### src/design/imm_pkg.sv
// -----------------------------------------------------------------------------
// imm_pkg
// Types, constants and helpers shared by the matrix multiply core.
// -----------------------------------------------------------------------------
package imm_pkg;

	localparam int MAX_DIM_DEF    = 8;
	localparam int ELEM_WIDTH_DEF = 16;

	localparam int DIM_W      = 4;
	localparam int ROWCOL_W   = 3;
	localparam int IN_VALUE_W = 16;
	localparam int VALUE_W    = 32;
	localparam int REQ_W      = 2;
	localparam int CFG_IDX_W  = 2;

	localparam logic [DIM_W-1:0] DIM_RESET = 4'd8;

	localparam logic [REQ_W-1:0] REQ_LOAD_A = 2'd0;
	localparam logic [REQ_W-1:0] REQ_LOAD_B = 2'd1;
	localparam logic [REQ_W-1:0] REQ_START  = 2'd2;

	localparam logic [CFG_IDX_W-1:0] CFG_ROWS_A    = 2'd0;
	localparam logic [CFG_IDX_W-1:0] CFG_INNER_DIM = 2'd1;
	localparam logic [CFG_IDX_W-1:0] CFG_COLS_B    = 2'd2;

	typedef struct packed {
		logic                wr_a;
		logic                wr_b;
		logic                rd_en;
		logic                first;
		logic                last_k;
		logic [ROWCOL_W-1:0] row_i;
		logic [ROWCOL_W-1:0] col_j;
		logic [ROWCOL_W-1:0] k;
		logic                out_load;
		logic                out_last;
	} imm_cmd_t;

	typedef struct packed {
		logic done;
		logic out_free;
	} imm_status_t;

	// Highest index in use for a dimension register, with the dimension clamped to 1..max_dim.
	function automatic logic [DIM_W-1:0] dim_limit(input logic [DIM_W-1:0] dim,
			input logic [DIM_W-1:0] max_dim);
		logic [DIM_W-1:0] lim;
		if (dim == '0) begin
			lim = '0;
		end else if (dim > max_dim) begin
			lim = max_dim - 1'b1;
		end else begin
			lim = dim - 1'b1;
		end
		return lim;
	endfunction

endpackage

### src/design/imm_datapath.sv
// -----------------------------------------------------------------------------
// imm_datapath
// Element stores, multiply-accumulate pipeline and the result register.
// -----------------------------------------------------------------------------
module imm_datapath import imm_pkg::*; #(
	parameter int MAX_DIM    = MAX_DIM_DEF,
	parameter int ELEM_WIDTH = ELEM_WIDTH_DEF
) (
	input  logic                          clk,
	input  logic                          arst_n,
	input  imm_cmd_t                      cmd,
	output imm_status_t                   status,
	input  logic [ROWCOL_W-1:0]           elem_row,
	input  logic [ROWCOL_W-1:0]           elem_col,
	input  logic signed [IN_VALUE_W-1:0]  elem_value,
	output logic                          out_valid,
	input  logic                          out_stall,
	output logic [ROWCOL_W-1:0]           prod_row,
	output logic [ROWCOL_W-1:0]           prod_col,
	output logic signed [VALUE_W-1:0]     prod_value,
	output logic                          last
);

	localparam int IW    = $clog2(MAX_DIM);
	localparam int AW    = 2 * IW;
	localparam int DEPTH = 1 << AW;

	logic signed [ELEM_WIDTH-1:0] mem_a [DEPTH];
	logic signed [ELEM_WIDTH-1:0] mem_b [DEPTH];

	logic [AW-1:0]                wr_addr;
	logic [AW-1:0]                rd_addr_a;
	logic [AW-1:0]                rd_addr_b;
	logic signed [ELEM_WIDTH-1:0] wr_data;

	logic signed [ELEM_WIDTH-1:0] a_s1;
	logic signed [ELEM_WIDTH-1:0] b_s1;
	logic                         valid_s1;
	logic                         first_s1;
	logic                         last_k_s1;

	logic signed [VALUE_W-1:0]    a_ext;
	logic signed [VALUE_W-1:0]    b_ext;
	logic signed [VALUE_W-1:0]    prod_s2;
	logic                         valid_s2;
	logic                         first_s2;
	logic                         last_k_s2;

	logic signed [VALUE_W-1:0]    acc_q;
	logic                         done_q;
	logic                         out_valid_q;

	assign wr_addr   = {elem_row[IW-1:0], elem_col[IW-1:0]};
	assign rd_addr_a = {cmd.row_i[IW-1:0], cmd.k[IW-1:0]};
	assign rd_addr_b = {cmd.k[IW-1:0], cmd.col_j[IW-1:0]};
	assign wr_data   = ELEM_WIDTH'(elem_value);

	always_ff @(posedge clk) begin
		if (cmd.wr_a) begin
			mem_a[wr_addr] <= wr_data;
		end
		if (cmd.rd_en) begin
			a_s1 <= mem_a[rd_addr_a];
		end
	end

	always_ff @(posedge clk) begin
		if (cmd.wr_b) begin
			mem_b[wr_addr] <= wr_data;
		end
		if (cmd.rd_en) begin
			b_s1 <= mem_b[rd_addr_b];
		end
	end

	assign a_ext = VALUE_W'(a_s1);
	assign b_ext = VALUE_W'(b_s1);

	always_ff @(posedge clk) begin
		first_s1  <= cmd.first;
		last_k_s1 <= cmd.last_k;
		prod_s2   <= a_ext * b_ext;
		first_s2  <= first_s1;
		last_k_s2 <= last_k_s1;
		if (valid_s2) begin
			acc_q <= first_s2 ? prod_s2 : acc_q + prod_s2;
		end
		if (cmd.out_load) begin
			prod_row   <= cmd.row_i;
			prod_col   <= cmd.col_j;
			prod_value <= acc_q;
			last       <= cmd.out_last;
		end
	end

	always_ff @(posedge clk or negedge arst_n) begin
		if (!arst_n) begin
			valid_s1    <= 1'b0;
			valid_s2    <= 1'b0;
			done_q      <= 1'b0;
			out_valid_q <= 1'b0;
		end else begin
			valid_s1 <= cmd.rd_en;
			valid_s2 <= valid_s1;
			if (cmd.out_load) begin
				done_q <= 1'b0;
			end else if (valid_s2 && last_k_s2) begin
				done_q <= 1'b1;
			end
			if (cmd.out_load) begin
				out_valid_q <= 1'b1;
			end else if (!out_stall) begin
				out_valid_q <= 1'b0;
			end
		end
	end

	assign out_valid       = out_valid_q;
	assign status.done     = done_q;
	assign status.out_free = !out_valid_q || !out_stall;

endmodule

### src/design/imm_controller.sv
// -----------------------------------------------------------------------------
// imm_controller
// Dimension registers, load decode and the sequencer that walks the product.
// -----------------------------------------------------------------------------
module imm_controller import imm_pkg::*; #(
	parameter int MAX_DIM = MAX_DIM_DEF
) (
	input  logic                  clk,
	input  logic                  arst_n,
	input  logic                  in_valid,
	output logic                  in_stall,
	input  logic [REQ_W-1:0]      req_type,
	input  logic [ROWCOL_W-1:0]   elem_row,
	input  logic [ROWCOL_W-1:0]   elem_col,
	input  logic                  cfg_valid,
	output logic                  cfg_ready,
	input  logic [CFG_IDX_W-1:0]  cfg_index,
	input  logic [DIM_W-1:0]      cfg_data,
	output imm_cmd_t              cmd,
	input  imm_status_t           status
);

	localparam int IW = $clog2(MAX_DIM);

	localparam logic [1:0] ST_IDLE = 2'd0;
	localparam logic [1:0] ST_RUN  = 2'd1;
	localparam logic [1:0] ST_WAIT = 2'd2;

	logic [1:0]       state_q;
	logic [DIM_W-1:0] rows_a_q;
	logic [DIM_W-1:0] inner_dim_q;
	logic [DIM_W-1:0] cols_b_q;
	logic [IW-1:0]    i_q;
	logic [IW-1:0]    j_q;
	logic [IW-1:0]    k_q;
	logic [IW-1:0]    i_lim_q;
	logic [IW-1:0]    k_lim_q;
	logic [IW-1:0]    j_lim_q;

	logic             in_beat;
	logic             in_range;
	logic             last_k;
	logic             last_elem;
	logic             load_out;
	logic [DIM_W-1:0] i_lim;
	logic [DIM_W-1:0] k_lim;
	logic [DIM_W-1:0] j_lim;

	assign in_stall  = (state_q != ST_IDLE);
	assign cfg_ready = 1'b1;
	assign in_beat   = in_valid && !in_stall;
	assign in_range  = (DIM_W'(elem_row) < DIM_W'(MAX_DIM)) &&
		(DIM_W'(elem_col) < DIM_W'(MAX_DIM));

	assign i_lim = dim_limit(rows_a_q, DIM_W'(MAX_DIM));
	assign k_lim = dim_limit(inner_dim_q, DIM_W'(MAX_DIM));
	assign j_lim = dim_limit(cols_b_q, DIM_W'(MAX_DIM));

	assign last_k    = (k_q == k_lim_q);
	assign last_elem = (i_q == i_lim_q) && (j_q == j_lim_q);
	assign load_out  = (state_q == ST_WAIT) && status.done && status.out_free;

	always_comb begin
		cmd          = '0;
		cmd.wr_a     = in_beat && (req_type == REQ_LOAD_A) && in_range;
		cmd.wr_b     = in_beat && (req_type == REQ_LOAD_B) && in_range;
		cmd.rd_en    = (state_q == ST_RUN);
		cmd.first    = (k_q == '0);
		cmd.last_k   = last_k;
		cmd.row_i    = ROWCOL_W'(i_q);
		cmd.col_j    = ROWCOL_W'(j_q);
		cmd.k        = ROWCOL_W'(k_q);
		cmd.out_load = load_out;
		cmd.out_last = last_elem;
	end

	always_ff @(posedge clk or negedge arst_n) begin
		if (!arst_n) begin
			rows_a_q    <= DIM_RESET;
			inner_dim_q <= DIM_RESET;
			cols_b_q    <= DIM_RESET;
		end else if (cfg_valid && cfg_ready) begin
			unique case (cfg_index)
				CFG_ROWS_A:    rows_a_q    <= cfg_data;
				CFG_INNER_DIM: inner_dim_q <= cfg_data;
				CFG_COLS_B:    cols_b_q    <= cfg_data;
				default: ;
			endcase
		end
	end

	always_ff @(posedge clk or negedge arst_n) begin
		if (!arst_n) begin
			state_q <= ST_IDLE;
			i_q     <= '0;
			j_q     <= '0;
			k_q     <= '0;
			i_lim_q <= '0;
			k_lim_q <= '0;
			j_lim_q <= '0;
		end else begin
			unique case (state_q)
				ST_IDLE: begin
					if (in_beat && (req_type == REQ_START)) begin
						i_lim_q <= i_lim[IW-1:0];
						k_lim_q <= k_lim[IW-1:0];
						j_lim_q <= j_lim[IW-1:0];
						i_q     <= '0;
						j_q     <= '0;
						k_q     <= '0;
						state_q <= ST_RUN;
					end
				end
				ST_RUN: begin
					if (last_k) begin
						k_q     <= '0;
						state_q <= ST_WAIT;
					end else begin
						k_q <= k_q + 1'b1;
					end
				end
				ST_WAIT: begin
					if (load_out) begin
						if (last_elem) begin
							state_q <= ST_IDLE;
						end else begin
							state_q <= ST_RUN;
							if (j_q == j_lim_q) begin
								j_q <= '0;
								i_q <= i_q + 1'b1;
							end else begin
								j_q <= j_q + 1'b1;
							end
						end
					end
				end
				default: state_q <= ST_IDLE;
			endcase
		end
	end

endmodule

### src/design/integer_matrix_multiply_core.sv
// -----------------------------------------------------------------------------
// integer_matrix_multiply_core
// Signed integer matrix multiplier with on-chip element stores.
// -----------------------------------------------------------------------------
// The input channel carries load and start beats. A load beat writes one
// element of A or B, so loads stream at one beat per cycle while the block
// is idle. A load whose row or column is not below MAX_DIM is dropped. A
// start beat walks the product in row-major order; for each product element
// both stores are read once per inner index, and each pair passes through
// the read and product registers into the accumulator, whose sum then goes
// to the output register. The input stalls from the start beat until the
// final element is in the output register. The output channel presents one
// element per beat with its row and column, and last marks the final
// element. A stall on the output holds the element; the walk goes on to
// accumulate the next one but waits before loading it. The configuration
// channel is always ready and sets rows_a, inner_dim and cols_b; the user
// must write it only while the block is idle, which the block itself does
// not enforce. Reset sets all three dimensions to eight and empties the
// pipeline; store contents are undefined until written.
// -----------------------------------------------------------------------------
module integer_matrix_multiply_core import imm_pkg::*; #(
	parameter int MAX_DIM    = MAX_DIM_DEF,
	parameter int ELEM_WIDTH = ELEM_WIDTH_DEF
) (
	input  logic                         clk,
	input  logic                         arst_n,
	input  logic                         in_valid,
	output logic                         in_stall,
	input  logic [REQ_W-1:0]             req_type,
	input  logic [ROWCOL_W-1:0]          elem_row,
	input  logic [ROWCOL_W-1:0]          elem_col,
	input  logic signed [IN_VALUE_W-1:0] elem_value,
	output logic                         out_valid,
	input  logic                         out_stall,
	output logic [ROWCOL_W-1:0]          prod_row,
	output logic [ROWCOL_W-1:0]          prod_col,
	output logic signed [VALUE_W-1:0]    prod_value,
	output logic                         last,
	input  logic                         cfg_valid,
	output logic                         cfg_ready,
	input  logic [CFG_IDX_W-1:0]         cfg_index,
	input  logic [DIM_W-1:0]             cfg_data
);

	imm_cmd_t    cmd;
	imm_status_t status;

	imm_controller #(
		.MAX_DIM (MAX_DIM)
	) u_ctrl (
		.clk       (clk),
		.arst_n    (arst_n),
		.in_valid  (in_valid),
		.in_stall  (in_stall),
		.req_type  (req_type),
		.elem_row  (elem_row),
		.elem_col  (elem_col),
		.cfg_valid (cfg_valid),
		.cfg_ready (cfg_ready),
		.cfg_index (cfg_index),
		.cfg_data  (cfg_data),
		.cmd       (cmd),
		.status    (status)
	);

	imm_datapath #(
		.MAX_DIM    (MAX_DIM),
		.ELEM_WIDTH (ELEM_WIDTH)
	) u_dp (
		.clk        (clk),
		.arst_n     (arst_n),
		.cmd        (cmd),
		.status     (status),
		.elem_row   (elem_row),
		.elem_col   (elem_col),
		.elem_value (elem_value),
		.out_valid  (out_valid),
		.out_stall  (out_stall),
		.prod_row   (prod_row),
		.prod_col   (prod_col),
		.prod_value (prod_value),
		.last       (last)
	);

endmodule

### config.mk
export PLATFORM = sky130hd
export DESIGN_NAME = integer_matrix_multiply_core
export DESIGN_NICKNAME = d
export VERILOG_FILES = /design/src/design/imm_pkg.sv /design/src/design/imm_datapath.sv /design/src/design/imm_controller.sv /design/src/design/integer_matrix_multiply_core.sv
export SDC_FILE = /design/constraint.sdc
export NUM_CORES = 2
export LEC_CHECK = 0
export BUFFER_PORTS_ARGS = -buffer_cell sky130_fd_sc_hd__buf_2
export CORE_AREA = 2 2 420 422
export CTS_CLUSTER_DIAMETER = 120
export CTS_CLUSTER_SIZE = 25
export DETAILED_ROUTE_END_ITERATION = 8
export DIE_AREA = 0 0 422 424
export GPL_TIMING_DRIVEN = 0
export PLACE_DENSITY = 0.76
export SYNTH_ARGS = -nofsm -noshare
export SYNTH_HDL_FRONTEND = slang
export SYNTH_SLANG_ARGS = --single-unit
### constraint.sdc
create_clock -name clk -period 6.6 [get_ports clk]
set_clock_uncertainty 0.05 [all_clocks]
set_input_delay 0.66 -clock clk [delete_from_list [all_inputs] [get_ports clk]]
set_output_delay 0.66 -clock clk [all_outputs]
set_load 0.01 [all_outputs]
==> reports/metrics.yaml <==
slew_headroom_pct: 4.04
drtIter0Drc: 6476
critPathKind: "flop to flop"
clock_sink_count: 2223
placed_area_um2: 100000
clockBufferDepth: 3
synth.area.top_cells: "edfxtp_1 (68%), mux4_2 (16%), fa_1 (5.5%), ha_1 (1.6%), inv_1 (1.4%)"
grt_usage_pct: 25.5
worstPathRequired_ns: 7.20
synth_nets: 5182
postRouteAntennaNets: 0
floorplan.rows: 154
worstHoldPathType: "primary input to flop"
die_h_um: 424
setup_viol: 0
globalplace.congestion: 0.929
reg2regPathDepth: 21
seq_area_um2: 66200
async_reset_ff_share_pct: 1.62
vias: 47300
status: "complete, no violations"
synth.yosys.seq_area_share_pct: 69.3
postSynthAreaPerCell_um2: 20.1
antenna_found_initial: 26
fin_util_pct: 59.2
yosys.area.top_type_share_pct: 67.6
hold_start: "cfg_data[1]"
crit_arrival_ns: 7.07
yosysUniqueCellTypes: 65
numCtsBuffers: 100
cts.clk_slew.worst_paths_ns: 0.10
grt_overflow: 0
area_growth_pct: 8.45
htree_levels: 3
holdPathStages: 3
nNetsFinal: 5457
clk_latency_ns: 0.77
final.min_clock_period_ns: 6.47
drc: 0
drive_gt1_share_pct: 23.7
firstDrtPassIters: 5
reg2reg_from: "u_dp.b_s1[10]"
fin_crit_sh_pct: 98.0
grt_pass1_vias: 46800
reg2reg_to: "u_dp.prod_s2[28]"
core-area_um2: 175000
max_clock_freq_mhz: 155
layout.cells.non_filler: 7434
vias_per_cell: 6.36
worst_slew_pin_slew_ns: 1.44
fillers: 12400
die_width_um: 422
pin_count: 77
design.die.area_um2: 179000
synth_ff_type: "edfxtp_1"
synth_area_um2: 95500
start_util_pct: 54.6
yosysTopAreaCell: "edfxtp_1"
synth_warnings: 0
final_hold_viol_count: 0
syn_inst: 4764
worstHoldEndpoint: "u_ctrl.rows_a_q[1]"
slew_viol_final: 0
grt_max_degree: 93
critPathMaxFanout: 10
wl_per_cell_um: 30.5
synth_edf_count: 2151
reg2reg_slack_ns: 0.13
cp-end-kind: "flop"
multi_input_area_um2: 27400
place_inst: 7250
cts-root-buf: "clkbuf_16"
port_buffers: 69
max_cap_violations: 0
tritoncts: "done"
cp-start-kind: "flop"
fin_area_um2: 104000
whs_ns: 0.214
grt_pass1_wl_um: 329000
wirelength_um: 227000
dp_hpwl_um: 155000
ys_ff_latch: 2223
area by class of cell:
class                           count  share of cell area (%)
Antenna cell                        9                  0.0217
Buffer                            211                   0.959
Clock buffer                      138                    2.57
Clock inverter                     10                   0.118
Inverter                          348                    1.26
Multi-Input combinational cell   1980                    26.5
Sequential cell                  2223                    63.9
Tap cell                         2340                    2.83
Timing Repair Buffer              175                    1.87
flip-flops by register name (all words and copies together) (netlist names), 2 cells and up:
register and cells:
u_dp.mem_a 1024, u_dp.mem_b 1024, u_dp.acc_q 32, u_dp.prod_s2 32, u_dp.prod_value 32, u_dp.a_s1 16, u_dp.b_s1 16, u_ctrl.cols_b_q 4
u_ctrl.inner_dim_q 4, u_ctrl.rows_a_q 4, u_ctrl.i_lim_q 3, u_ctrl.i_q 3, u_ctrl.j_lim_q 3, u_ctrl.j_q 3, u_ctrl.k_lim_q 3, u_ctrl.k_q 3
u_dp.prod_col 3, u_dp.prod_row 3, u_ctrl.state_q 2
synth_stat cells (all sizes together) (4+ instances only):
cell type	count
mux2	15
nand3	23
edfxtp	2151
ha	120
nand4	6
a311oi	5
o21a	16
o21ai	53
or3b	5
fa	263
dfxtp	36
o21bai	9
and3	4
inv	348
a211oi	9
nor2	178
clkbuf	116
and4	6
o31ai	4
a31oi	8
o211ai	16
nor3b	6
buf	97
mux4	672
dfrtp	33
xor2	27
nand2	190
nor3	12
a21o	26
xnor2	44
nor2b	11
and2	128
nand2b	15
or3	10
nand3b	9
a21oi	52
cell families (layout without fill, tap and decap cells):
family / Yosys count / after routing / share of synthesized area, %
AO/OA/AOI/OAI: 223 / 223 / 1.51
XOR/XNOR: 71 / 71 / 0.651
adder cells (fa/ha/maj): 383 / 383 / 7.08
buffers and inverters: 561 / 882 / 2.35
flip-flops: 2223 / 2223 / 69.3
multiplexers: 689 / 689 / 16.0
other: 1 / 10 / 0.00392
AND/OR/NAND/NOR: 613 / 613 / 3.06
how the worst max path moves through the flow:
stage,startpoint,to,slack (ns),cells past startpoint
6_report,u_dp.b_s1[10],u_dp.prod_s2[28],0.13,21
5_1_grt,u_dp.b_s1[3],u_dp.prod_s2[24],-0.0001,20
4_1_cts,u_dp.a_s1[3],u_dp.prod_s2[31],0.01,21
3_5_place_dp,u_dp.a_s1[11],u_dp.prod_s2[28],-0.21,20
3_3_place_gp,u_dp.a_s1[11],u_dp.prod_s2[28],-0.14,20
2_1_floorplan,u_dp.a_s1[9],u_dp.prod_s2[24],0.64,21
per-layer routing:
metal  GRT usage [%]  vias up  wire (µm)
met5               0        -         43
met4            9.00        8       8770
met1            36.6    25100      86800
met2            40.7     2606     109000
li1                -    19200          -
met3            3.82      375      21800
placed cells by master (no fill, tap or decap), types with 26 or more instances in the layout:
master	instances
dfxtp_1	36
fa_1	262
buf_8	52
nor2_2	124
xor2_1	27
clkbuf_1	125
ha_1	120
dfrtp_1	32
clkbuf_16	101
buf_1	32
and2_1	128
edfxtp_1	2151
mux4_2	672
nor2_1	54
buf_4	55
inv_1	347
xnor2_1	44
o21ai_0	52
a21o_1	26
a21oi_1	50
nand2_1	190
buf_2	107
worst max-delay path: stages, from the launching register on:
cell      delay [ns]
edfxtp_1        0.68
clkbuf_2        0.37
nand2_1         0.12
fa_1            0.43
inv_1           0.09
fa_1            0.45
fa_1            0.61
fa_1            0.45
fa_1            0.49
inv_1           0.05
fa_1            0.47
inv_1           0.04
ha_1            0.27
clkbuf_1        0.20
a21o_1          0.24
a21o_1          0.20
a21o_1          0.19
a21o_1          0.18
a211o_1         0.32
a41oi_2         0.23
o21bai_1        0.11
xor2_1          0.14
timing repair:
action / in CTS / in global routing
setup buffers: 2 / 25
hold buffers: 1 / 0
endpoints found under the setup margin: 6 / 9
resized for setup: 23 / 37
endpoints found under the hold margin: 33 / 0
through the flow:
stage	setup TNS, ns	worst slack (ns)
after floorplan	0	0.643
after global placement	-0.315	-0.140
after detailed placement	-0.616	-0.212
after CTS	0	0.0115
after global routing	-0.000110	-0.000110
final	0	0.130
Power is not shown: default switching activity piles up to over one toggle a cycle in this logic, so the estimate is an artifact.
